[src/rtl/core/sct_pkg.sv]
// Package for the source character tokenizer: transfer payload types,
// result kinds, error codes and character constants.
// No dependencies.
package sct_pkg;

  typedef struct packed {
    logic [7:0] ch;
    logic       end_of_stream;
  } char_t;

  typedef struct packed {
    logic [2:0]  kind;
    logic [63:0] value;
    logic [2:0]  error_code;
    logic        last;
  } token_t;

  localparam logic [2:0] KIND_INT   = 3'd0;
  localparam logic [2:0] KIND_ICHAR = 3'd1;
  localparam logic [2:0] KIND_IEND  = 3'd2;
  localparam logic [2:0] KIND_SEND  = 3'd3;
  localparam logic [2:0] KIND_ERR   = 3'd4;

  localparam logic [2:0] ERR_NONE      = 3'd0;
  localparam logic [2:0] ERR_BAD_INT   = 3'd1;
  localparam logic [2:0] ERR_TRUNCATED = 3'd2;
  localparam logic [2:0] ERR_BAD_ESC   = 3'd3;
  localparam logic [2:0] ERR_MALFORMED = 3'd4;
  localparam logic [2:0] ERR_BAD_CHAR  = 3'd5;

  localparam logic [7:0] CH_ZERO       = 8'h30;
  localparam logic [7:0] CH_UNDERSCORE = 8'h5F;
  localparam logic [7:0] CH_BACKSLASH  = 8'h5C;
  localparam logic [7:0] CH_QUOTE      = 8'h27;
  localparam logic [7:0] CH_DQUOTE     = 8'h22;

  function automatic logic is_ws(input logic [7:0] c);
    return (c == 8'h20) || (c >= 8'h09 && c <= 8'h0D);
  endfunction

  function automatic logic is_dig(input logic [7:0] c);
    return c >= 8'h30 && c <= 8'h39;
  endfunction

  function automatic logic is_alpha(input logic [7:0] c);
    return (c >= 8'h61 && c <= 8'h7A) || (c >= 8'h41 && c <= 8'h5A);
  endfunction

endpackage

[src/rtl/core/source_char_tokenizer_top.sv]
// Top level of the source character tokenizer: lexer state, token logic and
// a four-entry result queue.
// Depends on sct_pkg.
//
//   Channel  Signals                            Payload
//   -------  ---------------------------------  -------------------------------
//   char     char_valid, char_ready, char_data  sct_pkg::char_t, one byte or EOS
//   tok      tok_valid, tok_ready, tok_data     sct_pkg::token_t, 0 to 2 per item
//
// One character is taken per cycle while char_ready is high; its results enter the
// queue at that edge. The queue gives one result per cycle while tok_ready is high,
// so two results of one item leave as two transfers. char_ready is high while the
// queue has room for two results. Reset clears the lexer state and empties the queue.
module source_char_tokenizer_top (
  input  logic            clk,
  input  logic            rst,
  input  logic            char_valid,
  output logic            char_ready,
  input  sct_pkg::char_t  char_data,
  output logic            tok_valid,
  input  logic            tok_ready,
  output sct_pkg::token_t tok_data
);

  localparam logic [2:0] MODE_IDLE  = 3'd0;
  localparam logic [2:0] MODE_INT   = 3'd1;
  localparam logic [2:0] MODE_IDENT = 3'd2;
  localparam logic [2:0] MODE_Q1    = 3'd3;
  localparam logic [2:0] MODE_Q2    = 3'd4;
  localparam logic [2:0] MODE_Q3    = 3'd5;
  localparam logic [2:0] MODE_ERR   = 3'd6;

  logic [2:0]  mode, mode_next;
  logic [63:0] acc, acc_next;
  logic [7:0]  first, first_next;
  logic [7:0]  second, second_next;

  sct_pkg::token_t res0, res1, st_res;
  logic [1:0]  n_res;
  logic        do_start, st_emit;
  logic [7:0]  c, digit;
  logic [63:0] esc_val;
  logic        esc_ok;

  sct_pkg::token_t queue [4];
  logic [1:0] wr_ptr, rd_ptr;
  logic [2:0] count;
  logic       accept, pop;

  assign c      = char_data.ch;
  assign digit  = c - sct_pkg::CH_ZERO;
  assign accept = char_valid && char_ready;
  assign pop    = tok_valid && tok_ready;

  always_comb begin
    esc_ok  = 1'b1;
    esc_val = '0;
    case (second)
      8'h30:                 esc_val = 64'd0;
      8'h6E:                 esc_val = 64'd10;
      8'h74:                 esc_val = 64'd9;
      8'h72:                 esc_val = 64'd13;
      sct_pkg::CH_QUOTE:     esc_val = 64'd39;
      sct_pkg::CH_DQUOTE:    esc_val = 64'd34;
      sct_pkg::CH_BACKSLASH: esc_val = 64'd92;
      default:               esc_ok  = 1'b0;
    endcase
  end

  always_comb begin
    mode_next   = mode;
    acc_next    = acc;
    first_next  = first;
    second_next = second;
    res0        = '0;
    res1        = '0;
    st_res      = '0;
    n_res       = 2'd0;
    do_start    = 1'b0;
    st_emit     = 1'b0;
    if (char_data.end_of_stream) begin
      case (mode)
        MODE_INT: begin
          res0.kind  = sct_pkg::KIND_INT;
          res0.value = acc;
          n_res      = 2'd1;
        end
        MODE_IDENT: begin
          res0.kind = sct_pkg::KIND_IEND;
          n_res     = 2'd1;
        end
        MODE_Q1, MODE_Q2: begin
          res0.kind       = sct_pkg::KIND_ERR;
          res0.error_code = sct_pkg::ERR_TRUNCATED;
          n_res           = 2'd1;
        end
        MODE_Q3: begin
          if (second == sct_pkg::CH_QUOTE) begin
            res0.kind  = sct_pkg::KIND_INT;
            res0.value = {56'd0, first};
          end else begin
            res0.kind       = sct_pkg::KIND_ERR;
            res0.error_code = sct_pkg::ERR_MALFORMED;
          end
          n_res = 2'd1;
        end
        default: ;
      endcase
      if (n_res == 2'd0) begin
        res0.kind = sct_pkg::KIND_SEND;
      end else begin
        res1.kind = sct_pkg::KIND_SEND;
      end
      n_res       = n_res + 2'd1;
      mode_next   = MODE_IDLE;
      acc_next    = '0;
      first_next  = '0;
      second_next = '0;
    end else begin
      case (mode)
        MODE_IDLE: do_start = 1'b1;
        MODE_INT: begin
          if (sct_pkg::is_dig(c)) begin
            acc_next = {acc[60:0], 3'b000} + {acc[62:0], 1'b0} + {56'd0, digit};
          end else if (c == sct_pkg::CH_UNDERSCORE) begin
            acc_next = acc;
          end else if (sct_pkg::is_ws(c)) begin
            res0.kind  = sct_pkg::KIND_INT;
            res0.value = acc;
            n_res      = 2'd1;
            mode_next  = MODE_IDLE;
          end else begin
            res0.kind       = sct_pkg::KIND_ERR;
            res0.error_code = sct_pkg::ERR_BAD_INT;
            n_res           = 2'd1;
            mode_next       = MODE_ERR;
          end
        end
        MODE_IDENT: begin
          if (sct_pkg::is_alpha(c) || sct_pkg::is_dig(c)) begin
            res0.kind  = sct_pkg::KIND_ICHAR;
            res0.value = {56'd0, c};
          end else begin
            res0.kind = sct_pkg::KIND_IEND;
            do_start  = 1'b1;
          end
          n_res = 2'd1;
        end
        MODE_Q1: begin
          first_next = c;
          mode_next  = MODE_Q2;
        end
        MODE_Q2: begin
          second_next = c;
          mode_next   = MODE_Q3;
        end
        MODE_Q3: begin
          n_res = 2'd1;
          if (first == sct_pkg::CH_BACKSLASH && c == sct_pkg::CH_QUOTE) begin
            if (esc_ok) begin
              res0.kind  = sct_pkg::KIND_INT;
              res0.value = esc_val;
              mode_next  = MODE_IDLE;
            end else begin
              res0.kind       = sct_pkg::KIND_ERR;
              res0.error_code = sct_pkg::ERR_BAD_ESC;
              mode_next       = MODE_ERR;
            end
          end else if (second == sct_pkg::CH_QUOTE) begin
            res0.kind  = sct_pkg::KIND_INT;
            res0.value = {56'd0, first};
            do_start   = 1'b1;
          end else begin
            res0.kind       = sct_pkg::KIND_ERR;
            res0.error_code = sct_pkg::ERR_MALFORMED;
            mode_next       = MODE_ERR;
          end
        end
        default: mode_next = MODE_ERR;
      endcase
      if (do_start) begin
        if (sct_pkg::is_ws(c)) begin
          mode_next = MODE_IDLE;
        end else if (sct_pkg::is_dig(c)) begin
          mode_next = MODE_INT;
          acc_next  = {56'd0, digit};
        end else if (c == sct_pkg::CH_QUOTE) begin
          mode_next = MODE_Q1;
        end else if (sct_pkg::is_alpha(c)) begin
          mode_next    = MODE_IDENT;
          st_res.kind  = sct_pkg::KIND_ICHAR;
          st_res.value = {56'd0, c};
          st_emit      = 1'b1;
        end else begin
          mode_next         = MODE_ERR;
          st_res.kind       = sct_pkg::KIND_ERR;
          st_res.error_code = sct_pkg::ERR_BAD_CHAR;
          st_emit           = 1'b1;
        end
        if (st_emit) begin
          if (n_res == 2'd0) begin
            res0 = st_res;
          end else begin
            res1 = st_res;
          end
          n_res = n_res + 2'd1;
        end
      end
    end
    if (n_res == 2'd1) begin
      res0.last = 1'b1;
    end
    if (n_res == 2'd2) begin
      res1.last = 1'b1;
    end
  end

  always_ff @(posedge clk) begin
    if (rst) begin
      mode   <= MODE_IDLE;
      acc    <= '0;
      first  <= '0;
      second <= '0;
    end else if (accept) begin
      mode   <= mode_next;
      acc    <= acc_next;
      first  <= first_next;
      second <= second_next;
    end
  end

  always_ff @(posedge clk) begin
    if (accept && n_res != 2'd0) begin
      queue[wr_ptr] <= res0;
    end
    if (accept && n_res == 2'd2) begin
      queue[wr_ptr + 2'd1] <= res1;
    end
  end

  always_ff @(posedge clk) begin
    if (rst) begin
      wr_ptr <= '0;
      rd_ptr <= '0;
      count  <= '0;
    end else begin
      if (accept) begin
        wr_ptr <= wr_ptr + n_res;
      end
      if (pop) begin
        rd_ptr <= rd_ptr + 2'd1;
      end
      count <= count + (accept ? {1'b0, n_res} : 3'd0) - {2'b00, pop};
    end
  end

  assign char_ready = count <= 3'd2;
  assign tok_valid  = count != 3'd0;
  assign tok_data   = queue[rd_ptr];

endmodule
[config.mk]
export PLATFORM = sky130hd
export DESIGN_NAME = source_char_tokenizer_top
export DESIGN_NICKNAME = d
export VERILOG_FILES = /design/src/rtl/core/sct_pkg.sv /design/src/rtl/core/source_char_tokenizer_top.sv
export SDC_FILE = /design/constraint.sdc
export NUM_CORES = 1
export LEC_CHECK = 0
export BUFFER_PORTS_ARGS = -buffer_cell sky130_fd_sc_hd__buf_2
export CORE_MARGIN = 8
export CORE_UTILIZATION = 65
export DETAILED_ROUTE_END_ITERATION = 7
export GPL_ROUTABILITY_DRIVEN = 0
export PLACE_DENSITY = 0.83
export SLEW_MARGIN = 20
export SYNTH_ARGS = -nofsm -noshare
export SYNTH_HDL_FRONTEND = slang
export SYNTH_SLANG_ARGS = --single-unit
[constraint.sdc]
create_clock -name clk -period 9.9 [get_ports clk]
set_input_delay 2.475 -clock clk [delete_from_list [all_inputs] [get_ports clk]]
set_output_delay 2.475 -clock clk [all_outputs]
set_load 0.005 [all_outputs]
After elaboration in Yosys (flattened, before gate mapping)
Memories as Yosys holds them, arrays and structs flattened. A register that Yosys moved wholly into a read port is not among the register bits. Cells that the tools add are included.

Bits in registers: 90. Latch bits: 0. ROM bits: 0. Memories kept: 1. Output and inout bits: 73. Word-level logic and storage cells: 165. Bits of input ports: 13. Memory bits (writable): 284.

Reductions and logical operators: 27. Divide/modulo/power cells: 0. Order comparisons: 9. Multiply operators: 0. Eq/ne operators: 22. Shift operators: 0. Bitwise operators: 0. Mux-type cells: 89. $add $sub $neg: 10.

Memory list: queue (words 4, bits a word 71, read ports 1, clocked after memory_dff 1, write ports 2, line source_char_tokenizer_top.sv:45) `sct_pkg::token_t queue [4];`.

Operator list (number): $mux W64 (8); $mux W70 (7); $mux W71 (6); $pmux W67 S3 (1); $pmux W64 S2 (1); $mux W68 (1); $add A64 B64 Y64 (1); $add A64 B8 Y64 (1); $mux W3 (19); $mux W8 (7); $eq A8 B7 Y1 const B (6); $pmux W7 S6 (1); $eq A8 B6 Y1 const B (5); $mux W2 (11); $mux W1 (21); $ge A8 B7 Y1 const B (2); $le A8 B7 Y1 const B (2); $pmux W3 S5 (1); $pmux W3 S2 (2); $logic_and A1 B1 Y1 (9); $pmux W3 S3 (1); $add A2 B1 Y2 const B (4); $ge A8 B4 Y1 const B (1); $ge A8 B6 Y1 const B (1); 27 further kinds (38).

Longest topological paths before layout
Gate-level depths: netlist (run 1).

Depth in word-level cells: 16. Mapped depth: 20. Gate-level depth less buffers: 20.

Worst setup path after synthesis (run 1)
OpenSTA, ideal clock, no wires.

Path kind: input to register. Start: input char_data[5] in the netlist's numbering. End: register acc[62]. Data arrival time: 5.977 ns. Required time: 9.783 ns. Buffers on the path: 1. Library setup time: 0.117 ns. Path slack: 3.806 ns. Cell stages on the path: 17. Cells stage by stage: ha_1 clkbuf_1 xor2_1 fa_1 inv_1 ha_1 a21oi_1 o21ai_0 a211oi_1 o21a_1 o31a_1 o211ai_1 a31o_2 a31oi_1 o21ai_0 xor2_1 a22o_1.

Longest elaborated chain between the ends: 9. Elaborated cells on any way between the ends: 30. Classes of those cells: 2 x add/sub; 8 x order compare; 2 x eq/ne; 10 x mux; 8 x reduce/logical.

RTL lines: start, declared (line source_char_tokenizer_top.sv:19) `input sct_pkg::char_t char_data,`; branches (longest 7 deep; another with $add A64 B8 Y64); $mux W64 * (line source_char_tokenizer_top.sv:181) `if (do_start) begin`; $mux W64 * (line source_char_tokenizer_top.sv:81) `if (char_data.end_of_stream) begin`; end signal, assigned (line source_char_tokenizer_top.sv:226) `acc <= acc_next;`; end, declared (line source_char_tokenizer_top.sv:34) `logic [63:0] acc, acc_next;`.

Mark *: on every way between the ends. The select of a mux whose other input is x is not followed. A chain may end at the register's enable or synchronous reset.

==> results_dict.tcl, run 1 <==
set metrics [dict create \
    hold_path.class "reg -> reg" \
    synth_top_area_share_pct 31.5 \
    power_density_nw_per_um2 175 \
    firstDrtPassIters 6 \
    yosysTopAreaCell "dfxtp_1" \
    slowest_stage "buf_4" \
    nNetsFinal 2116 \
    drt-wirelength-per-cell_um 22.9 \
    rows 65 \
    status "finished, final reports clean" \
    power_leakage_nw 8.68 \
    cts_buffers 41 \
    synth_seq_area_share_pct 39.7 \
    synth_cell_types 83 \
    start_util_pct 65.2 \
    startpoint_type "input pin" \
    die_w_um 193 \
    slew_headroom_pct 31.9 \
    core_area_um2 31200 \
    cp-end-kind "flip-flop" \
    final_common_cell "dfxtp_1" \
    numClockSinks 376 \
    clock.fmax_ghz 0.149 \
    drive_gt1_share_pct 14.2 \
    synthAdderAreaFrac_pct 8.55 \
    grt_max_degree 120 \
    worstHoldStart "queue[1][17]$_SDFFE_PP0P_" \
    finalCritPeriodShare_pct 67.8 \
    cts_tree "yes" \
    skew_ns 0.0174 \
    rsz0062_at_grt "false" \
    r2r_slack_ns 5.36 \
    synth.avg_cell_area_um2 10.3 \
    hold_depth 1 \
    synthArstFlopShare_pct 0 \
    synth_enable_flop_cells 56 \
    placed_cell_area_um2 20700 \
    drt-initial-drc-count 2318 \
    cts_hold_buf 0 \
    ir_drop_mv 0.131 \
    critPathRequiredTime_ns 10.08 \
    clk_latency_ns 0.55 \
    reg2reg_from "mode[2]$_SDFFE_PP0P_" \
    hold-path-endpoint "queue[1][17]$_SDFFE_PP0P_" \
    vias 17300 \
    r2r_cells 10 \
    antenna_found_initial 0 \
    insertedDiodeCount 0 \
    synth_top_family_by_area "compound AO/OA/AOI/OAI gates" \
    finalHoldViolations 0 \
    grt_pass1_wl_um 86700 \
    synthMuxAreaShare_pct 8.75 \
    synthSimpleGateAreaFrac_pct 10.4 \
    top_level_ports 86 \
    ys_warn_count 0 \
    clockBufferDepth 3 \
    synth_seq_cells 376 \
    gr-usage-all-layers_pct 28.8 \
    clkTransAtPathRegs_ns 0.06 \
    arrival_ns 6.89 \
    final_area_um2 22100 \
    ant_nets 0 \
    synthXorXnorAreaFrac_pct 2.88 \
    drcViolationCount 0 \
    drv_slew 0 \
    cts_root_buf "clkbuf_16" \
    die_h_um 193 \
    syn_area_um2 20400 \
    mostFrequentLayoutCells "dfxtp_1 (318), a32o_1 (225), nand2_1 (142), nor2_1 (128), ha_1 (128)" \
    synth.area.top_cells "dfxtp_1 (31%), a32o_1 (11%), edfxtp_1 (8.3%)" \
    grt.overflow.total 0 \
    syn_nets 2134 \
    cts_setup_buffers 0 \
    cts_resized 0 \
    path_cells "buf_2, nor4_4, a31oi_2, a311o_1, o21ai_2, a21oi_2, or2_2, ha_1, o21ai_1, a21oi_1, nand2b_1, and2_2, buf_4, inv_1" \
    synth-compound-area-share_pct 25.2 \
    syn_to_final_growth_pct 8.61 \
    setup_viol 0 \
    netlist_instances 1986 \
    tightest_slew_ns 1.02 \
    viasPerCell 7.20 \
    r2r-end "queue[2][3]$_DFFE_PP_" \
    max_cap_violations 0 \
    period_minus_slack_ns 6.71 \
    worst-path-max-fanout 58 \
    first_global_vias 16500 \
    htree_levels 2 \
    wirelength_um 55100 \
    port_buffers 85 \
    cpPeakStageDelay_ns 0.66 \
    ys.flop_type "dfxtp_1" \
    crit_type "in -> reg" \
    hpwlAfterDp_um 36300 \
    die_area_um2 37300 \
    setup_tns_ns 0 \
]
==> critical path: cells and delay by family <==
kind,cells,cell delay [ns]
buffers and inverters,3,1.38
adder cells (fa/ha/maj),1,0.30
AND/OR/NAND/NOR,4,1.44
AO/OA/AOI/OAI,6,1.28
==> state kept, by name, summed over array words and instances, names as in the netlist, named ones only <==
register / flops
first: 8
mode: 3
count: 3
second: 8
acc: 64
queue: 284
wr_ptr: 2
rd_ptr: 2
==> logic make-up (layout without fill, tap and decap cells) <==
family | after synthesis | after routing
buffers and inverters | 203 | 217
AOI/OAI and AO/OA | 674 | 674
xor gates and xnor gates | 67 | 67
and+or+nand+nor | 442 | 442
muxes | 89 | 89
DFF | 376 | 376
adders and majority gates | 135 | 135
==> Yosys cell counts, types with 5 or more instances <==
cell type / number
a211oi_1: 8
a21boi_0: 7
a21o_1: 28
a21oi_1: 123
a221oi_1: 9
a22o_1: 18
a22oi_1: 35
a31oi_1: 9
a32o_1: 225
a32oi_1: 6
and2_1: 14
and3_1: 8
buf_1: 11
buf_2: 31
buf_4: 5
buf_6: 13
clkbuf_1: 102
dfxtp_1: 320
edfxtp_1: 56
fa_1: 7
ha_1: 128
inv_1: 41
mux2i_1: 16
mux4_2: 71
nand2_1: 142
nand2b_1: 15
nand3_1: 17
nand4_1: 15
nor2_1: 129
nor2b_1: 21
nor3_1: 31
o211ai_1: 10
o21ai_0: 99
o21ai_1: 6
o21bai_1: 10
o22ai_1: 31
or2_2: 7
or3_1: 12
xnor2_1: 40
xor2_1: 27
==> per-stage QoR <==
stage	utilization, %	std cells	hold slack, ns	setup slack (ns)	total power, W
after floorplan	-	1986	0.437	3.81	0.00213
after detailed placement	66.2	2327	0.450	2.82	0.00231
after CTS	70.8	2402	0.464	3.37	0.00388
after global placement	66.2	2327	0.441	3.02	0.00229
after global routing	70.8	2402	0.468	2.99	0.00399
final	70.8	2402	0.461	3.19	0.00388
==> metal layers <==
metal / wire length (um) / GRT usage (%) / up-vias / part of all wire, %
met5: 0 / 0 / - / 0
met4: 1810 / 11.7 / 0 / 3.3
met3: 5960 / 5.74 / 190 / 11
met2: 25400 / 46.1 / 984 / 46
met1: 21900 / 38.1 / 8375 / 40
li1: - / - / 7738 / -
==> worst max-delay path by stage <==
stage                             from                endpoint  slack [ns]  depth (start not counted)
after floorplan           char_data[5]    acc[62]$_SDFFE_PP0P_        3.81                         17
after global placement    char_data[4]  queue[1][10]$_DFFE_PP_        3.02                         14
after detailed placement  char_data[4]  queue[1][69]$_DFFE_PP_        2.82                         14
after CTS                 char_data[4]   queue[2][7]$_DFFE_PP_        3.37                         14
after global routing      char_data[4]   queue[2][3]$_DFFE_PP_        2.99                         14
final                     char_data[4]   queue[2][3]$_DFFE_PP_        3.19                         14
==> report_power, final <==
part | internal, W | total, W | switching (W)
Clock | 0.000968 | 0.00159 | 0.000619
Combinational | 0.000206 | 0.000615 | 0.000409
Sequential | 0.00160 | 0.00167 | 0.0000701
==> final cells by class <==
cell class              count  area, um2
flip-flops and latches    376       8100
multi-input cells        1407      11400
repair buffers            101        549
fillers                  2274       9110
well taps                 402        503
clock buffers              56       1210
inverters                  41        154
clock inverters            19        219
(Power assumes the default switching activity.)
==> inputs of run 2 (changes only) <==
--- a/config.mk
+++ b/config.mk
@@ -7,10 +7,10 @@
 export LEC_CHECK = 0
 export BUFFER_PORTS_ARGS = -buffer_cell sky130_fd_sc_hd__buf_2
 export CORE_MARGIN = 8
-export CORE_UTILIZATION = 65
+export CORE_UTILIZATION = 56
 export DETAILED_ROUTE_END_ITERATION = 7
 export GPL_ROUTABILITY_DRIVEN = 0
-export PLACE_DENSITY = 0.83
+export PLACE_DENSITY = 0.76
 export SLEW_MARGIN = 20
 export SYNTH_ARGS = -nofsm -noshare
 export SYNTH_HDL_FRONTEND = slang
==> constraint.sdc (replaced) <==
create_clock -name clk -period 6.1 [get_ports clk]
set_input_delay 1.525 -clock clk [delete_from_list [all_inputs] [get_ports clk]]
set_output_delay 1.525 -clock clk [all_outputs]
set_load 0.005 [all_outputs]
==> results_dict.tcl, run 2 (synthesis results as in run 1) <==
set metrics [dict create \
    firstDrtPassIters 6 \
    hold_depth 1 \
    cts_buffers 40 \
    largest_reg_flops 284 \
    nNetsFinal 2123 \
    start_util_pct 56.3 \
    drt-initial-drc-count 1639 \
    die_w_um 207 \
    clock.fmax_ghz 0.192 \
    grt_max_degree 225 \
    cts_hold_buf 0 \
    r2r_slack_ns 2.09 \
    skew_ns 0.0165 \
    insertedDiodeCount 0 \
    r2r-end "acc[62]$_SDFFE_PP0P_" \
    clkPwrFrac_pct 40.3 \
    power_frac_seq_pct 43.5 \
    setup_viol 0 \
    p_int_w 0.00450 \
    worst-path-max-fanout 8 \
    period_minus_slack_ns 5.21 \
    p_sw_share_pct 28.3 \
    total_power_w 0.00627 \
    top_register "queue" \
    viasPerCell 6.84 \
    register_area_um2 8100 \
    cts_setup_buffers 0 \
    wirelength_um 53800 \
    vias 16900 \
    status "finished, final reports clean" \
    crit_type "in -> reg" \
    ant_nets 0 \
    drcViolationCount 0 \
    clkTransAtPathRegs_ns 0.07 \
    cp-end-kind "flip-flop" \
    finalCritPeriodShare_pct 85.4 \
    rows 70 \
    power.net_switching_w 0.00178 \
    power_density_nw_per_um2 281 \
    reg_top3 "queue x284, acc x64" \
    arrival_ns 5.65 \
    grt_pass1_wl_um 86000 \
    max_cap_violations 0 \
    gr-usage-all-layers_pct 24.7 \
    slew_headroom_pct 14.1 \
    first_global_vias 16200 \
    drv_slew 0 \
    clk_latency_ns 0.54 \
    drt-wirelength-per-cell_um 21.8 \
    n_fill_cell 2895 \
    htree_levels 2 \
    power_leakage_nw 8.73 \
    drive_gt1_share_pct 14.1 \
    critPathRequiredTime_ns 6.54 \
    hold-path-endpoint "queue[1][18]$_SDFFE_PP0P_" \
    finalHoldViolations 0 \
    cts_root_buf "clkbuf_16" \
    die_area_um2 42700 \
    die_h_um 207 \
    antenna_found_initial 0 \
    hpwlAfterDp_um 35500 \
    startpoint_type "input pin" \
    rsz0062_at_grt "false" \
    reg2reg_from "acc[3]$_SDFFE_PP0P_" \
    top_level_ports 86 \
    cts_resized 0 \
    r2r_cells 15 \
    port_buffers 85 \
    mostFrequentLayoutCells "dfxtp_1 (318), a32o_1 (225), nand2_1 (142), nor2_1 (128), ha_1 (128)" \
    numClockSinks 376 \
    clockBufferDepth 3 \
    worstHoldStart "queue[1][18]$_SDFFE_PP0P_" \
    core_area_um2 36200 \
    final_common_cell "dfxtp_1" \
    ir_drop_mv 0.196 \
    p_comb_share_pct 16.3 \
    setup_tns_ns 0 \
    grt.overflow.total 0 \
    cts_tree "yes" \
    tightest_slew_ns 1.29 \
    syn_to_final_growth_pct 9.58 \
    hold_path.class "reg -> reg" \
    multiInputGateArea_um2 11400 \
    whs_ns 0.459 \
]
==> run 2: power by group through the flow <==
stage	combinational, W	sequential, W	clock [W]
floorplan	0.000782	0.00268	0
global placement	0.000999	0.00278	0
detailed placement	0.00102	0.00278	0
CTS	0.00102	0.00273	0.00255
global route	0.00110	0.00274	0.00265
finish	0.00102	0.00273	0.00253
==> run 2: cell type report <==
| cell class | count | share of cell area, % |
|---|---|---|
| well taps | 468 | 2.62 |
| clock inverters | 19 | 1.13 |
| repair buffers | 109 | 3.27 |
| flip-flops and latches | 376 | 36.3 |
| clock buffers | 50 | 5.03 |
| multi-input cells | 1407 | 51.0 |
| inverters | 41 | 0.690 |
==> run 2: worst max-delay path by stage <==
stage,startpoint,to,slack [ns],cells after the start
after floorplan,char_data[5],acc[62]$_SDFFE_PP0P_,0.96,17
after global placement,char_data[5],acc[62]$_SDFFE_PP0P_,0.48,17
after detailed placement,char_data[5],acc[61]$_SDFFE_PP0P_,0.36,17
after CTS,char_data[5],acc[61]$_SDFFE_PP0P_,0.90,17
after global routing,char_data[5],acc[62]$_SDFFE_PP0P_,0.51,17
final,char_data[5],acc[62]$_SDFFE_PP0P_,0.89,17
==> run 2: worst max-delay path, cell delays in order <==
cell	delay, ns
buf_2	0.18
ha_1	0.37
xor2_1	0.35
fa_1	0.48
inv_1	0.07
ha_1	0.28
a21oi_1	0.20
o21ai_0	0.15
a211oi_1	0.35
o21a_1	0.27
o31a_1	0.28
o211ai_1	0.13
a31o_2	0.26
a31oi_1	0.23
o21ai_0	0.15
xor2_1	0.16
a22o_1	0.23
==> run 2: stage by stage <==
step / area (um2) / util [%] / cells / setup WS, ns
after floorplan: 20400 / - / 1986 / 0.956
after global placement: 20900 / 57.9 / 2401 / 0.482
after detailed placement: 20900 / 57.9 / 2401 / 0.358
after CTS: 22300 / 61.7 / 2470 / 0.897
after global routing: 22300 / 61.7 / 2470 / 0.511
final: 22300 / 61.7 / 2470 / 0.890
==> run 2: routing by layer <==
| layer | global-route usage (%) | wire (um) | vias up |
|---|---|---|---|
| li1 | - | - | 7732 |
| met1 | 33.3 | 22900 | 8322 |
| met2 | 41.0 | 25200 | 743 |
| met3 | 3.45 | 4400 | 103 |
| met4 | 7.12 | 1290 | 0 |
| met5 | 0 | 0 | - |
==> inputs of run 3 (changes only) <==
--- a/config.mk
+++ b/config.mk
@@ -7,10 +7,10 @@
 export LEC_CHECK = 0
 export BUFFER_PORTS_ARGS = -buffer_cell sky130_fd_sc_hd__buf_2
 export CORE_MARGIN = 8
-export CORE_UTILIZATION = 56
+export CORE_UTILIZATION = 63
 export DETAILED_ROUTE_END_ITERATION = 7
 export GPL_ROUTABILITY_DRIVEN = 0
-export PLACE_DENSITY = 0.76
+export PLACE_DENSITY = 0.81
 export SLEW_MARGIN = 20
 export SYNTH_ARGS = -nofsm -noshare
 export SYNTH_HDL_FRONTEND = slang
==> constraint.sdc (replaced) <==
create_clock -name clk -period 4.8 [get_ports clk]
set_input_delay 1.2 -clock clk [delete_from_list [all_inputs] [get_ports clk]]
set_output_delay 1.2 -clock clk [all_outputs]
set_load 0.005 [all_outputs]
==> results_dict.tcl, run 3 (synthesis results as in run 1) <==
set metrics [dict create \
    status "finished, violations left" \
    violations "design-rule violations" \
    htree_levels 2 \
    grt_pass1_wl_um 88900 \
    grt_max_degree 133 \
    gr-usage-all-layers_pct 27.9 \
    final_area_um2 22800 \
    antenna_found_initial 0 \
    clock.fmax_ghz 0.225 \
    skew_ns 0.0106 \
    drv_slew 0 \
    final_cells 2483 \
    die_w_um 196 \
    slew_headroom_pct 34.7 \
    placed_cell_area_um2 21300 \
    rsz0062_at_grt "false" \
    insertedDiodeCount 0 \
    nNetsFinal 2192 \
    whs_ns 0.461 \
    p_comb_share_pct 17.0 \
    finalCritPeriodShare_pct 92.6 \
    wirelength_um 55400 \
    die_h_um 196 \
    tightest_slew_ns 0.980 \
    p_int_w 0.00577 \
    mostFrequentLayoutCells "dfxtp_1 (318), a32o_1 (225), nand2_1 (142), nor2_1 (128), ha_1 (128)" \
    cts_buffers 41 \
    viasPerCell 7.01 \
    max_cap_violations 0 \
    numClockSinks 376 \
    startpoint_type "input pin" \
    arrival_ns 4.87 \
    crit_type "in -> reg" \
    cts_root_buf "clkbuf_16" \
    core_area_um2 32200 \
    cts_hold_buf 0 \
    syn_to_final_growth_pct 11.7 \
    period_minus_slack_ns 4.45 \
    register_area_um2 8100 \
    worst-path-max-fanout 5 \
    dp.cells 2409 \
    clkTransAtPathRegs_ns 0.06 \
    power_leakage_nw 9.06 \
    cts_tree "yes" \
    finalHoldViolations 0 \
    top_register "queue" \
    critPathRequiredTime_ns 5.23 \
    grt.overflow.total 0 \
    worst_slack_ns 0.355 \
    cp-end-kind "flip-flop" \
    firstDrtPassIters 8 \
    drcViolationCount 2 \
    clockBufferDepth 3 \
    power_frac_seq_pct 42.9 \
    power.net_switching_w 0.00228 \
    top_level_ports 86 \
    drt-wirelength-per-cell_um 22.3 \
    final_common_cell "dfxtp_1" \
    drt-initial-drc-count 1668 \
    first_global_vias 17100 \
    ant_nets 0 \
    vias 17400 \
    multiInputGateArea_um2 11400 \
    clkPwrFrac_pct 40.1 \
    start_util_pct 63.2 \
    drive_gt1_share_pct 17.3 \
    n_fill_cell 2321 \
    power_density_nw_per_um2 354 \
    setup_viol 0 \
    preCtsSetupSlack_ns -0.219 \
    port_buffers 85 \
    rows 66 \
    ir_drop_mv 0.246 \
    largest_reg_flops 284 \
    hold_path.class "reg -> reg" \
    hpwlAfterDp_um 37100 \
    clk_latency_ns 0.53 \
    reg_top3 "queue x284, acc x64" \
    die_area_um2 38300 \
    p_sw_share_pct 28.3 \
]
run 3: cell types whose count changed in the layout (fill, tap and decap cells not counted), sizes merged:
cell / change
inv: -1
buf: +68
clkbuf: +4
clkinvlp: +2
bufinv: -1
clkinv: +1
run 3: repair_timing:
item,in CTS,in global routing
gates resized for setup,0,3
endpoints found under the setup margin,0,3
setup buffers,0,0
run 3: area by class of cell:
class,count,share of cell area (%)
Clock buffer,54,5.22
Clock inverter,20,0.984
Inverter,41,0.676
Multi-Input combinational cell,1407,50.1
Sequential cell,376,35.6
Tap cell,408,2.24
Timing Repair Buffer,177,5.18
run 3: worst max-delay path, stage by stage:
cell	delay, ns
buf_2	0.13
ha_1	0.22
xor2_1	0.21
fa_1	0.50
inv_1	0.05
ha_1	0.35
nand2_1	0.07
o21ai_0	0.29
a211oi_2	0.14
o21a_1	0.22
o31a_1	0.32
o211ai_1	0.28
a31o_2	0.26
a31oi_1	0.11
o21ai_0	0.20
xor2_1	0.09
a22o_1	0.23
run 3: per-stage QoR:
stage / setup TNS (ns) / total power (W) / util [%]
finish: 0 / 0.00805 / 70.6
global placement: -0.274 / 0.00483 / 66.2
global route: 0 / 0.00830 / 70.6
detailed placement: -1.58 / 0.00486 / 66.2
CTS: 0 / 0.00807 / 70.6
floorplan: 0 / 0.00440 / -
run 3: metal layers:
metal | vias to the layer above | routed length (um) | GRT usage (%)
met5 | - | 0 | 0
met4 | 0 | 1820 | 10.9
met3 | 149 | 5380 | 5.23
met2 | 954 | 25800 | 45.5
li1 | 7863 | - | -
met1 | 8435 | 22400 | 36.5
run 3: power groups by stage:
stage	clock network [W]	registers (W)	logic, W
floorplan	0	0.00341	0.000993
global placement	0	0.00351	0.00132
detailed placement	0	0.00352	0.00134
CTS	0.00327	0.00345	0.00135
global route	0.00338	0.00347	0.00145
finish	0.00323	0.00345	0.00137
run 3: final timing paths:
check                                            endpoint  cells past startpoint  slack, ns                      start
worst max-delay path                 acc[62]$_SDFFE_PP0P_                     17       0.35               char_data[5]
worst min-delay path            queue[1][18]$_SDFFE_PP0P_                      1       0.46  queue[1][18]$_SDFFE_PP0P_
worst max register to register       acc[62]$_SDFFE_PP0P_                     15       0.93        acc[5]$_SDFFE_PP0P_
worst min register to register  queue[1][18]$_SDFFE_PP0P_                      1       0.46  queue[1][18]$_SDFFE_PP0P_
